## src/rtl/mmtt_pkg.sv

```systemverilog
package mmtt_pkg;

	localparam int TIME_BITS = 32;
	localparam int CNT_W     = $clog2(TIME_BITS);
	localparam int CFG_IDX_W = 3;

	localparam logic [2:0] MODE_DELAY_ON   = 3'd0;
	localparam logic [2:0] MODE_DELAY_OFF  = 3'd1;
	localparam logic [2:0] MODE_PULSE      = 3'd2;
	localparam logic [2:0] MODE_ONESHOT    = 3'd3;
	localparam logic [2:0] MODE_RETRIGGER  = 3'd4;
	localparam logic [2:0] MODE_MONOSTABLE = 3'd5;
	localparam logic [2:0] MODE_BLINK      = 3'd6;

	localparam logic [1:0] EDGE_LEVEL   = 2'd0;
	localparam logic [1:0] EDGE_RISING  = 2'd1;
	localparam logic [1:0] EDGE_FALLING = 2'd2;
	localparam logic [1:0] EDGE_BOTH    = 2'd3;

	localparam logic [1:0] REQ_UPDATE = 2'd0;
	localparam logic [1:0] REQ_PAUSE  = 2'd1;
	localparam logic [1:0] REQ_RESUME = 2'd2;
	localparam logic [1:0] REQ_RESET  = 2'd3;

	localparam logic [CFG_IDX_W-1:0] CFG_TIMER_MODE   = 3'd0;
	localparam logic [CFG_IDX_W-1:0] CFG_START_EDGE   = 3'd1;
	localparam logic [CFG_IDX_W-1:0] CFG_DURATION_MS  = 3'd2;
	localparam logic [CFG_IDX_W-1:0] CFG_BLINK_ON_MS  = 3'd3;
	localparam logic [CFG_IDX_W-1:0] CFG_BLINK_OFF_MS = 3'd4;
	localparam logic [CFG_IDX_W-1:0] CFG_AUTO_RESET   = 3'd5;

	localparam logic [1:0] TSC_IDLE    = 2'd0;
	localparam logic [1:0] TSC_RUNNING = 2'd1;
	localparam logic [1:0] TSC_EXPIRED = 2'd2;
	localparam logic [1:0] TSC_PAUSED  = 2'd3;

	typedef enum logic [3:0] {
		TS_IDLE    = 4'b0001,
		TS_RUNNING = 4'b0010,
		TS_EXPIRED = 4'b0100,
		TS_PAUSED  = 4'b1000
	} tstate_t;

	typedef struct packed {
		logic [1:0]  req_type;
		logic        trigger_active;
		logic [31:0] now_ms;
	} req_t;

	typedef struct packed {
		logic        out_level;
		logic [1:0]  timer_state;
		logic [31:0] elapsed_time;
		logic [31:0] remaining_time;
	} rsp_t;

	function automatic logic [1:0] encode_state(tstate_t s);
		logic [1:0] code;
		unique case (s)
			TS_IDLE: code = TSC_IDLE;
			TS_RUNNING: code = TSC_RUNNING;
			TS_EXPIRED: code = TSC_EXPIRED;
			TS_PAUSED: code = TSC_PAUSED;
			default: code = TSC_IDLE;
		endcase
		return code;
	endfunction

endpackage

```

## src/rtl/multi_mode_trigger_timer_top.sv

```systemverilog
// The engine takes one request at a time; the bit-serial subtractor runs two passes
// (elapsed time and resume stamp, then duration compare) and blink adds a 32-step remainder unit.
// A finished response waits in its own register, so the next request can be taken meanwhile.
// Reset is asynchronous and active low; it clears configuration and timer state to idle.
module multi_mode_trigger_timer_top (
	input  logic                                   clk,
	input  logic                                   arst_n,
	input  logic                                   req_valid,
	output logic                                   req_ready,
	input  mmtt_pkg::req_t                         req_data,
	output logic                                   rsp_valid,
	input  logic                                   rsp_ready,
	output mmtt_pkg::rsp_t                         rsp_data,
	input  logic                                   cfg_valid,
	output logic                                   cfg_ready,
	input  logic [mmtt_pkg::CFG_IDX_W-1:0]         cfg_index,
	input  logic [31:0]                            cfg_data
);
	import mmtt_pkg::*;

	typedef enum logic [6:0] {
		SQ_IDLE  = 7'b0000001,
		SQ_SUB   = 7'b0000010,
		SQ_APPLY = 7'b0000100,
		SQ_CMP   = 7'b0001000,
		SQ_DEC   = 7'b0010000,
		SQ_DIV   = 7'b0100000,
		SQ_DONE  = 7'b1000000
	} seq_t;

	seq_t                 seq_q;

	logic [2:0]           mode_q;
	logic [1:0]           edge_q;
	logic [31:0]          dur_q;
	logic [30:0]          on_q;
	logic [30:0]          off_q;
	logic                 auto_q;

	tstate_t              tstate_q;
	logic                 out_bit_q;
	logic [TIME_BITS-1:0] elapsed_q;
	logic [TIME_BITS-1:0] start_q;
	logic [TIME_BITS-1:0] pause_q;
	logic                 prev_q;

	logic [1:0]           req_type_q;
	logic                 trig_q;
	logic [TIME_BITS-1:0] now_q;
	logic                 ev_q;
	logic                 run_upd_q;

	logic [TIME_BITS-1:0] a_q;
	logic [TIME_BITS-1:0] b_q;
	logic [TIME_BITS-1:0] c_q;
	logic [TIME_BITS-1:0] e_q;
	logic [TIME_BITS-1:0] s_q;
	logic                 br1_q;
	logic                 br2_q;
	logic                 cy_q;
	logic                 nz_q;
	logic [CNT_W-1:0]     cnt_q;

	rsp_t                 rsp_q;
	logic                 rsp_valid_q;

	logic                 req_fire;
	logic                 ev;
	logic                 e_bit;
	logic                 br1_nx;
	logic                 t_bit;
	logic                 br2_nx;
	logic                 s_bit;
	logic                 cy_nx;
	logic                 last_bit;
	logic                 clear_exp;
	logic                 retrig_hit;
	logic [TIME_BITS-1:0] elapsed_nx;
	logic [TIME_BITS-1:0] period;
	logic                 blink_stop;
	logic                 div_start;
	logic                 div_done;
	logic [TIME_BITS-1:0] div_rem;
	logic                 ge;
	logic                 rsp_load;
	logic [TIME_BITS-1:0] rem_val;

	assign req_ready = (seq_q == SQ_IDLE);
	assign req_fire  = req_valid && req_ready;
	assign cfg_ready = 1'b1;

	always_comb begin
		case (edge_q)
			EDGE_LEVEL: ev = req_data.trigger_active;
			EDGE_RISING: ev = req_data.trigger_active && !prev_q;
			EDGE_FALLING: ev = !req_data.trigger_active && prev_q;
			default: ev = req_data.trigger_active ^ prev_q;
		endcase
	end

	// Serial lanes: e = a - b, t = a - c, s = b + t, all least significant bit first.
	assign e_bit    = a_q[0] ^ b_q[0] ^ br1_q;
	assign br1_nx   = (!a_q[0] && b_q[0]) || (!(a_q[0] ^ b_q[0]) && br1_q);
	assign t_bit    = a_q[0] ^ c_q[0] ^ br2_q;
	assign br2_nx   = (!a_q[0] && c_q[0]) || (!(a_q[0] ^ c_q[0]) && br2_q);
	assign s_bit    = b_q[0] ^ t_bit ^ cy_q;
	assign cy_nx    = (b_q[0] && t_bit) || (cy_q && (b_q[0] ^ t_bit));
	assign last_bit = (cnt_q == CNT_W'(TIME_BITS - 1));

	assign clear_exp  = auto_q ? ((edge_q != EDGE_LEVEL) || !trig_q) : (mode_q == MODE_MONOSTABLE);
	assign retrig_hit = (mode_q == MODE_RETRIGGER) && ev_q;
	assign period     = TIME_BITS'({1'b0, on_q} + {1'b0, off_q});
	assign blink_stop = (edge_q == EDGE_LEVEL) && !trig_q;
	assign div_start  = (seq_q == SQ_DEC) && run_upd_q && (mode_q == MODE_BLINK) &&
		!blink_stop && (period != '0);
	assign ge         = br1_q || !nz_q;

	always_comb begin
		elapsed_nx = elapsed_q;
		case (req_type_q)
			REQ_UPDATE: begin
				unique case (tstate_q)
					TS_IDLE: begin
						if (ev_q) begin
							elapsed_nx = '0;
						end
					end
					TS_RUNNING: elapsed_nx = retrig_hit ? '0 : e_q;
					TS_EXPIRED: begin
						if (clear_exp) begin
							elapsed_nx = '0;
						end
					end
					default: ;
				endcase
			end
			REQ_RESET: elapsed_nx = '0;
			default: ;
		endcase
	end

	mmtt_rem u_rem (
		.clk       (clk),
		.arst_n    (arst_n),
		.start     (div_start),
		.dividend  (elapsed_q),
		.divisor   (period),
		.done      (div_done),
		.remainder (div_rem)
	);

	assign rsp_load = (seq_q == SQ_DONE) && (!rsp_valid_q || rsp_ready);
	assign rem_val  = ((tstate_q == TS_RUNNING) && !br1_q) ? e_q : '0;

	always_ff @(posedge clk or negedge arst_n) begin
		if (!arst_n) begin
			mode_q <= MODE_DELAY_ON;
			edge_q <= EDGE_LEVEL;
			dur_q  <= '0;
			on_q   <= '0;
			off_q  <= '0;
			auto_q <= 1'b0;
		end else if (cfg_valid) begin
			unique case (cfg_index)
				CFG_TIMER_MODE: mode_q <= cfg_data[2:0];
				CFG_START_EDGE: edge_q <= cfg_data[1:0];
				CFG_DURATION_MS: dur_q <= cfg_data;
				CFG_BLINK_ON_MS: on_q <= cfg_data[30:0];
				CFG_BLINK_OFF_MS: off_q <= cfg_data[30:0];
				CFG_AUTO_RESET: auto_q <= cfg_data[0];
				default: ;
			endcase
		end
	end

	always_ff @(posedge clk or negedge arst_n) begin
		if (!arst_n) begin
			seq_q     <= SQ_IDLE;
			tstate_q  <= TS_IDLE;
			out_bit_q <= 1'b0;
			elapsed_q <= '0;
			start_q   <= '0;
			pause_q   <= '0;
			prev_q    <= 1'b0;
			run_upd_q <= 1'b0;
			cnt_q     <= '0;
		end else begin
			unique case (seq_q)
				SQ_IDLE: begin
					if (req_fire) begin
						if (req_data.req_type == REQ_UPDATE) begin
							prev_q <= req_data.trigger_active;
						end
						cnt_q <= '0;
						seq_q <= SQ_SUB;
					end
				end
				SQ_SUB: begin
					cnt_q <= cnt_q + 1'b1;
					if (last_bit) begin
						seq_q <= SQ_APPLY;
					end
				end
				SQ_APPLY: begin
					elapsed_q <= elapsed_nx;
					run_upd_q <= (req_type_q == REQ_UPDATE) && (tstate_q == TS_RUNNING);
					cnt_q     <= '0;
					seq_q     <= SQ_CMP;
					case (req_type_q)
						REQ_UPDATE: begin
							unique case (tstate_q)
								TS_IDLE: begin
									if (ev_q) begin
										tstate_q <= TS_RUNNING;
										start_q  <= now_q;
										if (mode_q == MODE_DELAY_ON) begin
											out_bit_q <= 1'b0;
										end else if (mode_q <= MODE_BLINK) begin
											out_bit_q <= 1'b1;
										end
									end
								end
								TS_RUNNING: begin
									if (retrig_hit) begin
										start_q <= now_q;
									end
								end
								TS_EXPIRED: begin
									if (clear_exp) begin
										tstate_q  <= TS_IDLE;
										out_bit_q <= 1'b0;
										start_q   <= '0;
									end
								end
								default: ;
							endcase
						end
						REQ_PAUSE: begin
							if (tstate_q == TS_RUNNING) begin
								pause_q  <= now_q;
								tstate_q <= TS_PAUSED;
							end
						end
						REQ_RESUME: begin
							if (tstate_q == TS_PAUSED) begin
								start_q  <= s_q;
								tstate_q <= TS_RUNNING;
							end
						end
						default: begin
							tstate_q  <= TS_IDLE;
							out_bit_q <= 1'b0;
							start_q   <= '0;
						end
					endcase
				end
				SQ_CMP: begin
					cnt_q <= cnt_q + 1'b1;
					if (last_bit) begin
						seq_q <= SQ_DEC;
					end
				end
				SQ_DEC: begin
					if (run_upd_q && (mode_q == MODE_BLINK)) begin
						if (blink_stop) begin
							out_bit_q <= 1'b0;
							tstate_q  <= TS_IDLE;
							seq_q     <= SQ_DONE;
						end else if (period != '0) begin
							seq_q <= SQ_DIV;
						end else begin
							seq_q <= SQ_DONE;
						end
					end else begin
						if (run_upd_q && ge) begin
							if (mode_q == MODE_DELAY_ON) begin
								out_bit_q <= 1'b1;
								tstate_q  <= TS_EXPIRED;
							end else if (mode_q <= MODE_MONOSTABLE) begin
								out_bit_q <= 1'b0;
								tstate_q  <= TS_EXPIRED;
							end
						end
						seq_q <= SQ_DONE;
					end
				end
				SQ_DIV: begin
					if (div_done) begin
						out_bit_q <= (div_rem < TIME_BITS'(on_q));
						seq_q     <= SQ_DONE;
					end
				end
				SQ_DONE: begin
					if (rsp_load) begin
						seq_q <= SQ_IDLE;
					end
				end
				default: seq_q <= SQ_IDLE;
			endcase
		end
	end

	always_ff @(posedge clk) begin
		if (req_fire) begin
			req_type_q <= req_data.req_type;
			trig_q     <= req_data.trigger_active;
			now_q      <= TIME_BITS'(req_data.now_ms);
			ev_q       <= ev;
			a_q        <= TIME_BITS'(req_data.now_ms);
			b_q        <= start_q;
			c_q        <= pause_q;
			br1_q      <= 1'b0;
			br2_q      <= 1'b0;
			cy_q       <= 1'b0;
		end else if (seq_q == SQ_SUB) begin
			a_q   <= a_q >> 1;
			b_q   <= b_q >> 1;
			c_q   <= c_q >> 1;
			e_q   <= {e_bit, e_q[TIME_BITS-1:1]};
			s_q   <= {s_bit, s_q[TIME_BITS-1:1]};
			br1_q <= br1_nx;
			br2_q <= br2_nx;
			cy_q  <= cy_nx;
		end else if (seq_q == SQ_APPLY) begin
			a_q   <= TIME_BITS'(dur_q);
			b_q   <= elapsed_nx;
			br1_q <= 1'b0;
			nz_q  <= 1'b0;
		end else if (seq_q == SQ_CMP) begin
			a_q   <= a_q >> 1;
			b_q   <= b_q >> 1;
			e_q   <= {e_bit, e_q[TIME_BITS-1:1]};
			br1_q <= br1_nx;
			nz_q  <= nz_q || e_bit;
		end
	end

	always_ff @(posedge clk or negedge arst_n) begin
		if (!arst_n) begin
			rsp_valid_q <= 1'b0;
		end else if (rsp_load) begin
			rsp_valid_q <= 1'b1;
		end else if (rsp_ready) begin
			rsp_valid_q <= 1'b0;
		end
	end

	always_ff @(posedge clk) begin
		if (rsp_load) begin
			rsp_q.out_level      <= out_bit_q;
			rsp_q.timer_state    <= encode_state(tstate_q);
			rsp_q.elapsed_time   <= 32'(elapsed_q);
			rsp_q.remaining_time <= 32'(rem_val);
		end
	end

	assign rsp_valid = rsp_valid_q;
	assign rsp_data  = rsp_q;

endmodule

```

## src/rtl/mmtt_rem.sv

```systemverilog
module mmtt_rem (
	input  logic                           clk,
	input  logic                           arst_n,
	input  logic                           start,
	input  logic [mmtt_pkg::TIME_BITS-1:0] dividend,
	input  logic [mmtt_pkg::TIME_BITS-1:0] divisor,
	output logic                           done,
	output logic [mmtt_pkg::TIME_BITS-1:0] remainder
);
	import mmtt_pkg::*;

	logic [TIME_BITS-1:0] dvd_q;
	logic [TIME_BITS-1:0] dsr_q;
	logic [TIME_BITS-1:0] rem_q;
	logic [CNT_W-1:0]     cnt_q;
	logic                 busy_q;
	logic                 done_q;
	logic [TIME_BITS:0]   trial;
	logic                 fits;

	// One restoring step per cycle: bring in the next dividend bit, subtract when it fits.
	assign trial = {rem_q, dvd_q[TIME_BITS-1]};
	assign fits  = trial >= {1'b0, dsr_q};

	always_ff @(posedge clk or negedge arst_n) begin
		if (!arst_n) begin
			busy_q <= 1'b0;
			done_q <= 1'b0;
			cnt_q  <= '0;
		end else begin
			done_q <= 1'b0;
			if (start) begin
				busy_q <= 1'b1;
				cnt_q  <= '0;
			end else if (busy_q) begin
				cnt_q <= cnt_q + 1'b1;
				if (cnt_q == CNT_W'(TIME_BITS - 1)) begin
					busy_q <= 1'b0;
					done_q <= 1'b1;
				end
			end
		end
	end

	always_ff @(posedge clk) begin
		if (start) begin
			dvd_q <= dividend;
			dsr_q <= divisor;
			rem_q <= '0;
		end else if (busy_q) begin
			dvd_q <= {dvd_q[TIME_BITS-2:0], 1'b0};
			if (fits) begin
				rem_q <= TIME_BITS'(trial - {1'b0, dsr_q});
			end else begin
				rem_q <= trial[TIME_BITS-1:0];
			end
		end
	end

	assign done      = done_q;
	assign remainder = rem_q;

endmodule

```

## config.mk

```make
export PLATFORM = sky130hd
export DESIGN_NAME = multi_mode_trigger_timer_top
export DESIGN_NICKNAME = d
export VERILOG_FILES = /design/src/rtl/mmtt_pkg.sv /design/src/rtl/multi_mode_trigger_timer_top.sv /design/src/rtl/mmtt_rem.sv
export SDC_FILE = /design/constraint.sdc
export NUM_CORES = 1
export LEC_CHECK = 0
export ABC_AREA = 1
export CAP_MARGIN = 15
export CORE_ASPECT_RATIO = 1.5
export CORE_MARGIN = 2
export CORE_UTILIZATION = 55
export CTS_BUF_LIST = sky130_fd_sc_hd__clkbuf_4 sky130_fd_sc_hd__clkbuf_8
export CTS_CLUSTER_SIZE = 16
export DETAILED_ROUTE_END_ITERATION = 10
export DONT_BUFFER_PORTS = 1
export GPL_TIMING_DRIVEN = 0
export PLACE_DENSITY = 0.76
export SYNTH_ARGS = -nofsm -noshare
export SYNTH_HDL_FRONTEND = slang
export SYNTH_SLANG_ARGS = --single-unit
```

## constraint.sdc

```tcl
create_clock -name clk -period 9.05 [get_ports clk]
set_input_delay 0.905 -clock clk [delete_from_list [all_inputs] [get_ports clk]]
set_output_delay 0.905 -clock clk [all_outputs]
set_load 0.05 [all_outputs]
```

==> flow_summary.json, run 1 <==
{
  "area_growth_syn_to_layout_pct": 9.77,
  "syn_area_mm2": 0.0292,
  "ys_seq_area_frac": 0.552,
  "ys_types": 54,
  "tns_ns": 0,
  "seq_power_share": 0.476,
  "drtAntennaViolNets": 0,
  "antenna_found_initial": 2,
  "ir_drop_mv": 0.158,
  "grt_remaining_overflow": 0,
  "final_common_cell": "nand2_1",
  "reg2reg_from": "on_q[0]",
  "slew_viol_final": 0,
  "fmax_ghz": 0.206,
  "setup_viol": 0,
  "largest_reg_flops": 67,
  "r2r_cells": 18,
  "finalHoldViolations": 0,
  "maxCapViolCount": 0,
  "critPathArrivalTime_ns": 5.29,
  "port_buffers": 0,
  "clk_pin_slew_ns": 0.07,
  "drc": 0,
  "reg2reg_to": "u_rem.dvd_q[4]",
  "wl_met3_mm": 4.37,
  "gp_congestion": 1.03,
  "highest_layer": "met4",
  "worstPathMaxFanout": 21,
  "finalNetCount": 3574,
  "min_period_ns": 4.86,
  "num_rows": 103,
  "cts_repair_resize_count": 0,
  "wl_mm": 86.4,
  "syn_area_per_cell_um2": 8.87,
  "synth_top_area_cell": "edfxtp_1",
  "fillCellCount": 4611,
  "worstSetupEndpointType": "flip-flop",
  "synth.top_cell.area_share": 0.337,
  "fp.dieW_um": 192,
  "initial_utilization": 0.556,
  "yosysWarnings": 0,
  "power.density_mw_per_mm2": 272,
  "p_sw_w": 0.00309,
  "drive_above_1_share": 0.0672,
  "dieArea_mm2": 0.0551,
  "slew_headroom": 0.0256,
  "initialDrtViolationCount": 1532,
  "rsz0062_at_grt": "false",
  "grt_use_total": 0.322,
  "insertion_delay_ns": 0.70,
  "crit_required_ns": 9.48,
  "numClockSinks": 586,
  "ys_async_sr_fraction": 0.381,
  "numCtsBuffers": 86,
  "r2r_setup_slack_ns": 4.19,
  "sw_frac_of_total": 0.354,
  "wl_met1_mm": 29.0,
  "p_leak_nw": 14.7,
  "synth_nets": 3480,
  "clockBufferDepth": 3,
  "wl_met2_mm": 45.9,
  "dp_hpwl_mm": 67.0,
  "hp-class": "in2async",
  "synthFlopType": "edfxtp_1",
  "clkPwrFrac": 0.263,
  "path_class": "reg2reg",
  "cts_tree": "built",
  "num_vias": 23100,
  "outcome": "finished clean",
  "core_mm2": 0.0526,
  "critical_path.startpoint": "on_q[0]",
  "fin_util": 0.610,
  "comb_power_share": 0.260,
  "worst_pin_slew_ns": 1.46,
  "cts-htree-levels": 3,
  "power_w": 0.00873,
  "syn_inst": 3298,
  "grt_max_degree": 222,
  "fin_hold_ws_ns": 0.0597,
  "grt_pass1_wl_mm": 132,
  "num_io_pins": 145,
  "fin_crit_sh": 0.537,
  "internal_power_w": 0.00564,
  "dpl_cell_area_mm2": 0.0302,
  "first_global_vias": 23500,
  "die_h_um": 286,
  "dr.pass1.iters": 6,
  "layout_common_cells": "992 x nand2_1, 386 x inv_1, 328 x edfxtp_1, 279 x nor2_1, 221 x dfrtp_1",
  "root_buffer": "clkbuf_8",
  "cp-start-kind": "flip-flop",
  "via_per_inst": 5.56,
  "avgRoutedWirePerCell_um": 20.8,
  "design_area_mm2": 0.0321,
  "fin_skew_ns": 0.0452,
  "ys_ff_latch": 586,
  "synth_edf_count": 328,
  "synthTopCellsByArea": "edfxtp_1 34%, dfrtp_1 19%, nand2_1 13%"
}
[timing repair]
| action | 4_1_cts | 5_1_grt |
|---|---|---|
| buffers inserted | 0 | 0 |
| endpoints found under the hold margin | 221 | 0 |
| hold buffers | 1 | 0 |
[cells in the mapped netlist (all sizes together), types with 4 or more instances]
cell and instances:
nand2 995, inv 392, edfxtp 328, nor2 282, o21ai 234, dfrtp 221
nand3 172, ha 102, clkbuf 93, a21oi 73, a31oi 70, nand3b 40
dfxtp 35, o21a 33, mux2 32, a22oi 31, buf 31, nand4 16
xor2 16, nor3 15, xnor2 15, o21bai 10, clkinv 9, nor4 7
a21boi 6, a21o 6, o22ai 6, fa 5, o211ai 4
[kinds of logic after synthesis]
| logic type | synth area share |
|---|---|
| AOI/OAI and AO/OA | 0.0939 |
| xor gates and xnor gates | 0.00929 |
| adders and majority gates | 0.0471 |
| buffers and inverters | 0.0701 |
| DFF | 0.552 |
| muxes | 0.0130 |
| other | 0.000128 |
| and+or+nand+nor | 0.215 |
[worst max-delay path by stage]
| stage | slack (ns) | cells past startpoint | to |
|---|---|---|---|
| 6_report | 4.19 | 18 | u_rem.dvd_q[4] |
| 5_1_grt | 3.98 | 16 | u_rem.dvd_q[4] |
| 4_1_cts | 4.30 | 16 | u_rem.dvd_q[7] |
| 3_5_place_dp | 4.32 | 16 | u_rem.dvd_q[5] |
| 3_3_place_gp | 3.03 | 8 | cnt_q[3] |
| 2_1_floorplan | 4.69 | 7 | rsp_data[0] |
[stage by stage]
step / setup slack [ns] / instances
final: 4.19 / 4149
after global routing: 3.98 / 4148
after CTS: 4.30 / 4146
after detailed placement: 4.32 / 3984
after global placement: 3.03 / 3980
after floorplan: 4.69 / 3298
[critical path: stages, from the launching register on]
cell,delay (ns)
dfrtp_1,0.42
ha_1,0.27
fa_1,0.47
nand3_1,0.12
nand3_1,0.24
nand3_1,0.17
nand3b_1,0.26
nand2_1,0.16
nand2_1,0.06
nand2_1,0.05
nand2_1,0.15
nor2_1,0.13
nand2_1,0.07
nor2_1,0.11
nand3_2,0.38
nand2_2,0.46
buf_4,0.29
nand2_1,0.41
buf_16,0.33
[cell type report]
| class | count | area, um2 | area share |
|---|---|---|---|
| timing repair buffer | 6 | 138 | 0.00429 |
| buffer | 124 | 543 | 0.0169 |
| tap | 682 | 853 | 0.0266 |
| sequential | 586 | 16100 | 0.503 |
| antenna | 2 | 5.00 | 0.000156 |
| clock buffer | 120 | 1480 | 0.0462 |
| multi-input combinational | 2187 | 11100 | 0.345 |
| inverter | 401 | 1510 | 0.0469 |
| clock inverter | 41 | 360 | 0.0112 |
[power by group through the flow]
stage	registers [W]	logic (W)	clock network, W
after floorplan	0.00405	0.00158	0
after global placement	0.00420	0.00213	0
after detailed placement	0.00420	0.00222	0
after CTS	0.00415	0.00226	0.00232
after global routing	0.00422	0.00255	0.00243
final	0.00416	0.00227	0.00230
[layer usage]
metal  vias up  GRT usage
li1      11100          -
met2       789      0.589
met1     10900      0.321
met4         0      0.241
met5         -          0
met3       282     0.0566
(Power assumes the default switching activity.)
==> run 2, diff against run 1 <==
Settings changed: PLACE_DENSITY 0.76 to 0.79.
Clock period 9.05 ns to 3.9 ns, I/O delays scaled along.
==> flow_summary.json, run 2 (synthesis gave the netlist of run 1 again) <==
{
  "path_class": "reg2reg",
  "first_global_vias": 24100,
  "stdcell_count": 4217,
  "clockBufferDepth": 3,
  "fin_util": 0.625,
  "wl_mm": 87.5,
  "ir_drop_mv": 0.356,
  "worst_slack_ns": 0.119,
  "fin_hold_ws_ns": -0.637,
  "layout_common_cells": "991 x nand2_1, 386 x inv_1, 328 x edfxtp_1, 277 x nor2_1, 221 x dfrtp_1",
  "dr.pass1.iters": 6,
  "root_buffer": "clkbuf_8",
  "insertion_delay_ns": 0.72,
  "power.density_mw_per_mm2": 625,
  "fp.dieW_um": 192,
  "tns_ns": 0,
  "reg2reg_from": "on_q[11]",
  "grt_remaining_overflow": 0,
  "min_period_ns": 3.78,
  "worstSetupEndpoint": "u_rem.dvd_q[5]",
  "core_mm2": 0.0526,
  "fin_skew_ns": 0.0382,
  "worstSetupEndpointType": "flip-flop",
  "num_io_pins": 145,
  "num_vias": 23800,
  "cts_tree": "built",
  "avgRoutedWirePerCell_um": 20.7,
  "r2r_setup_slack_ns": 0.12,
  "finalHoldViolations": 223,
  "worst_pin_slew_ns": 1.08,
  "cts-htree-levels": 3,
  "crit_required_ns": 4.34,
  "num_rows": 103,
  "initialDrtViolationCount": 1728,
  "finalNetCount": 3636,
  "numCtsBuffers": 86,
  "fmax_ghz": 0.264,
  "fin_crit_sh": 0.969,
  "via_per_inst": 5.64,
  "outcome": "finished, violations left",
  "final_common_cell": "nand2_1",
  "grt_pass1_wl_mm": 134,
  "place_ws_ns": -1.01,
  "postCtsHoldBufs": 63,
  "reg2reg_to": "u_rem.dvd_q[5]",
  "critical_path.startpoint": "on_q[11]",
  "rsz0062_at_grt": "false",
  "largest_reg_flops": 67,
  "initial_utilization": 0.556,
  "p_leak_nw": 15.0,
  "dp.cells": 3984,
  "gp_congestion": 1.01,
  "critPathArrivalTime_ns": 4.22,
  "slew_headroom": 0.276,
  "clk_pin_slew_ns": 0.07,
  "die_h_um": 286,
  "worstPathMaxFanout": 21,
  "fillCellCount": 4392,
  "drc": 0,
  "numClockSinks": 586,
  "drtAntennaViolNets": 0,
  "violations": "hold timing",
  "dp_hpwl_mm": 66.1,
  "antenna_found_initial": 9,
  "maxCapViolCount": 0,
  "hp-class": "in2async",
  "port_buffers": 0,
  "power_w": 0.0205,
  "r2r_cells": 15,
  "setup_viol": 0,
  "dieArea_mm2": 0.0551,
  "drive_above_1_share": 0.0686,
  "slew_viol_final": 0,
  "cp-start-kind": "flip-flop",
  "grt_max_degree": 224,
  "grt_use_total": 0.324,
  "area_growth_syn_to_layout_pct": 12.4
}
run 2: cell types whose count changed in the layout (fill, tap and decap cells not counted), sizes merged:
cell	change
clkinvlp	+3
inv	-1
diode	+5
buf	-1
dlygate4sd3	+63
bufinv	+2
clkinv	-3
run 2: how the worst min path moves through the flow:
stage	start	endpoint	depth (start not counted)
final	arst_n	on_q[2]	0
after global routing	arst_n	on_q[2]	0
after CTS	arst_n	on_q[6]	0
after detailed placement	arst_n	on_q[2]	0
after global placement	arst_n	off_q[2]	0
after floorplan	arst_n	auto_q	0
run 2: timing repair:
action                                 CTS  global route
gates cloned                             0             0
buffers inserted                         1             0
endpoints found under the hold margin  361           223
pin swaps                                1             1
setup endpoints to repair              101            74
resized for setup                       11             6
run 2: area by class of cell:
class	instances	area, um2	area share
clock buffer	120	1500	0.0457
antenna	7	17.5	0.000533
timing repair buffer	69	748	0.0228
buffer	123	537	0.0163
tap	682	853	0.0260
multi-input combinational	2187	11100	0.339
inverter	401	1510	0.0460
clock inverter	42	419	0.0128
sequential	586	16100	0.491
run 2: per-stage QoR:
stage          instance area (um2)  hold WS (ns)
6_report                     32900        -0.637
3_5_place_dp                 30200         0.101
4_1_cts                      32800        -0.670
2_1_floorplan                29200        0.0944
5_1_grt                      32900        -0.657
3_3_place_gp                 30100         0.102
run 2: power breakdown:
group | switching (W) | internal, W | leakage, nW | total, W
clock | 0.00254 | 0.00300 | 1.01 | 0.00554
combinational | 0.00361 | 0.00173 | 7.81 | 0.00534
sequential | 0.00110 | 0.00857 | 6.16 | 0.00967
run 2: metal layers:
layer / up-vias / GRT usage / share of wire
met4: 6 / 0.228 / 0.079
met1: 11300 / 0.328 / 0.34
met5: - / 0 / 0.00033
met3: 335 / 0.0501 / 0.055
li1: 11200 / - / -
met2: 981 / 0.598 / 0.53
run 2: worst max-delay path, cell delays in order (launching register included):
cell and delay [ns]:
dfrtp_1 0.50, ha_1 0.47, nand2_1 0.18, nor2_1 0.32, nand3_1 0.13, nand3b_1 0.25, nand2_1 0.13, nand3_1 0.11
nand2_1 0.14, nor2_1 0.13, nand2_1 0.06, nor2_1 0.18, nand3_4 0.18, nand2_8 0.23, nand2_4 0.20, buf_16 0.25
==> run 3, diff against run 2 <==
Settings changed: CORE_ASPECT_RATIO 1.5 to not set.
==> flow_summary.json, run 3 (synthesis gave the netlist of run 1 again) <==
{
  "layout_common_cells": "989 x nand2_1, 386 x inv_1, 328 x edfxtp_1, 278 x nor2_1, 221 x dfrtp_1",
  "outcome": "finished, violations left",
  "slew_viol_final": 0,
  "path_buf_inv": 4,
  "grt_use_total": 0.291,
  "ir_drop_mv": 0.452,
  "setup_viol": 0,
  "maxCapViolCount": 0,
  "num_io_pins": 145,
  "worstSetupEndpointType": "flip-flop",
  "final_common_cell": "nand2_1",
  "p_leak_nw": 15.1,
  "drtAntennaViolNets": 0,
  "fmax_ghz": 0.265,
  "dr.pass1.iters": 8,
  "gp_congestion": 0.993,
  "rsz0062_at_grt": "true",
  "hp-class": "in2async",
  "cts_tree": "built",
  "path_class": "reg2reg",
  "cpMostUsedCell": "nand2_1",
  "slew_headroom": 0.324,
  "fin_crit_sh": 0.968,
  "via_per_inst": 5.54,
  "finalNetCount": 3660,
  "reg2reg_from": "seq_q[5]",
  "path_cells": "nor3_1 > inv_1 > nor4_4 > nand2_2 > inv_2 > buf_2 > buf_4 > nand2_1 > nand2_1",
  "insertion_delay_ns": 0.71,
  "avgRoutedWirePerCell_um": 18.6,
  "core_mm2": 0.0526,
  "reg2reg_to": "c_q[26]",
  "crit_required_ns": 4.47,
  "power_w": 0.0206,
  "wl_mm": 79.1,
  "drc": 0,
  "critPathArrivalTime_ns": 4.34,
  "initialDrtViolationCount": 2244,
  "cts-htree-levels": 3,
  "grt_remaining_overflow": 0,
  "clk_pin_slew_ns": 0.07,
  "fin_util": 0.631,
  "dp_hpwl_mm": 58.5,
  "worst_slack_ns": 0.127,
  "postCtsHoldBufs": 76,
  "grt_pass1_wl_mm": 123,
  "design_area_mm2": 0.0332,
  "first_global_vias": 22600,
  "port_buffers": 0,
  "largest_reg_flops": 67,
  "grt_max_degree": 224,
  "fin_hold_ws_ns": -0.603,
  "worstSetupEndpoint": "c_q[26]",
  "worst_pin_slew_ns": 1.01,
  "cp-start-kind": "flip-flop",
  "antenna_found_initial": 8,
  "cp.depth": 9,
  "fp.dieW_um": 235,
  "root_buffer": "clkbuf_8",
  "area_growth_syn_to_layout_pct": 13.5,
  "finalHoldViolations": 223,
  "r2r_setup_slack_ns": 0.13,
  "power.density_mw_per_mm2": 622,
  "numClockSinks": 586,
  "r2r_cells": 9,
  "clockBufferDepth": 3,
  "max_stage_delay_ns": 0.84,
  "initial_utilization": 0.556,
  "violations": "hold timing",
  "dieArea_mm2": 0.0550,
  "drive_above_1_share": 0.0736,
  "min_period_ns": 3.77,
  "critical_path.startpoint": "seq_q[5]",
  "num_rows": 84,
  "worstPathMaxFanout": 45,
  "cpMaxStageDelayCell": "nor4_4",
  "cpLargestDelayFamily": "simple AND/OR/NAND/NOR gates",
  "die_h_um": 235,
  "fin_skew_ns": 0.0339,
  "numCtsBuffers": 93,
  "dpl_cell_area_mm2": 0.0302,
  "num_vias": 23600,
  "place_ws_ns": -0.417
}
[run 3: layer usage]
metal  routed length (um)  share of wire  vias up  global-route usage
li1                     -              -    11200                   -
met2                38000           0.48     1008               0.487
met1                31800           0.40    11100               0.373
met4                 3060          0.039       10               0.124
met5                   46        0.00058        -                   0
met3                 6190          0.078      219              0.0543
[run 3: area by class of cell]
| class | count | area (um2) |
|---|---|---|
| Clock inverter | 28 | 298 |
| Clock buffer | 147 | 1800 |
| Timing Repair Buffer | 85 | 881 |
| Multi-Input combinational cell | 2187 | 11100 |
| Sequential cell | 586 | 16100 |
| Buffer | 124 | 546 |
| Fill cell | 4283 | 19400 |
| Inverter | 401 | 1510 |
| Tap cell | 688 | 861 |
| Antenna cell | 6 | 15.0 |
[run 3: where the power goes]
part,leakage (nW),internal [W],switching [W]
clock network,1.10,0.00329,0.00254
registers,6.16,0.00857,0.00111
logic,7.86,0.00171,0.00342
[run 3: how the worst min path moves through the flow]
stage	startpoint	endpoint	slack (ns)	cells past startpoint
after detailed placement	arst_n	dur_q[18]	0.11	0
after global placement	arst_n	dur_q[20]	0.11	0
final	arst_n	on_q[22]	-0.60	0
after CTS	arst_n	start_q[0]	-0.64	0
after floorplan	arst_n	auto_q	0.09	0
after global routing	arst_n	pause_q[8]	-0.62	0
[run 3: timing repair]
action / CTS / global route
pin swaps: 1 / 1
setup buffers: 0 / 6
hold endpoints to repair: 391 / 223
endpoints found under the setup margin: 136 / 59
gates resized for setup: 6 / 5
[run 3: stage by stage]
stage                     hold WS, ns  std cells  setup TNS, ns
final                          -0.603       4252              0
after global routing           -0.624       4249         -0.103
after CTS                      -0.638       4240              0
after detailed placement        0.110       3989         -30.26
after global placement          0.113       3986        -194.59
after floorplan                0.0944       3298              0
[run 3: worst register-to-register path: stages (launching register included)]
cell,delay [ns]
dfrtp_1,0.41
nor3_1,0.40
inv_1,0.14
nor4_4,0.84
nand2_2,0.49
inv_2,0.23
buf_2,0.26
buf_4,0.57
nand2_1,0.19
nand2_1,0.10
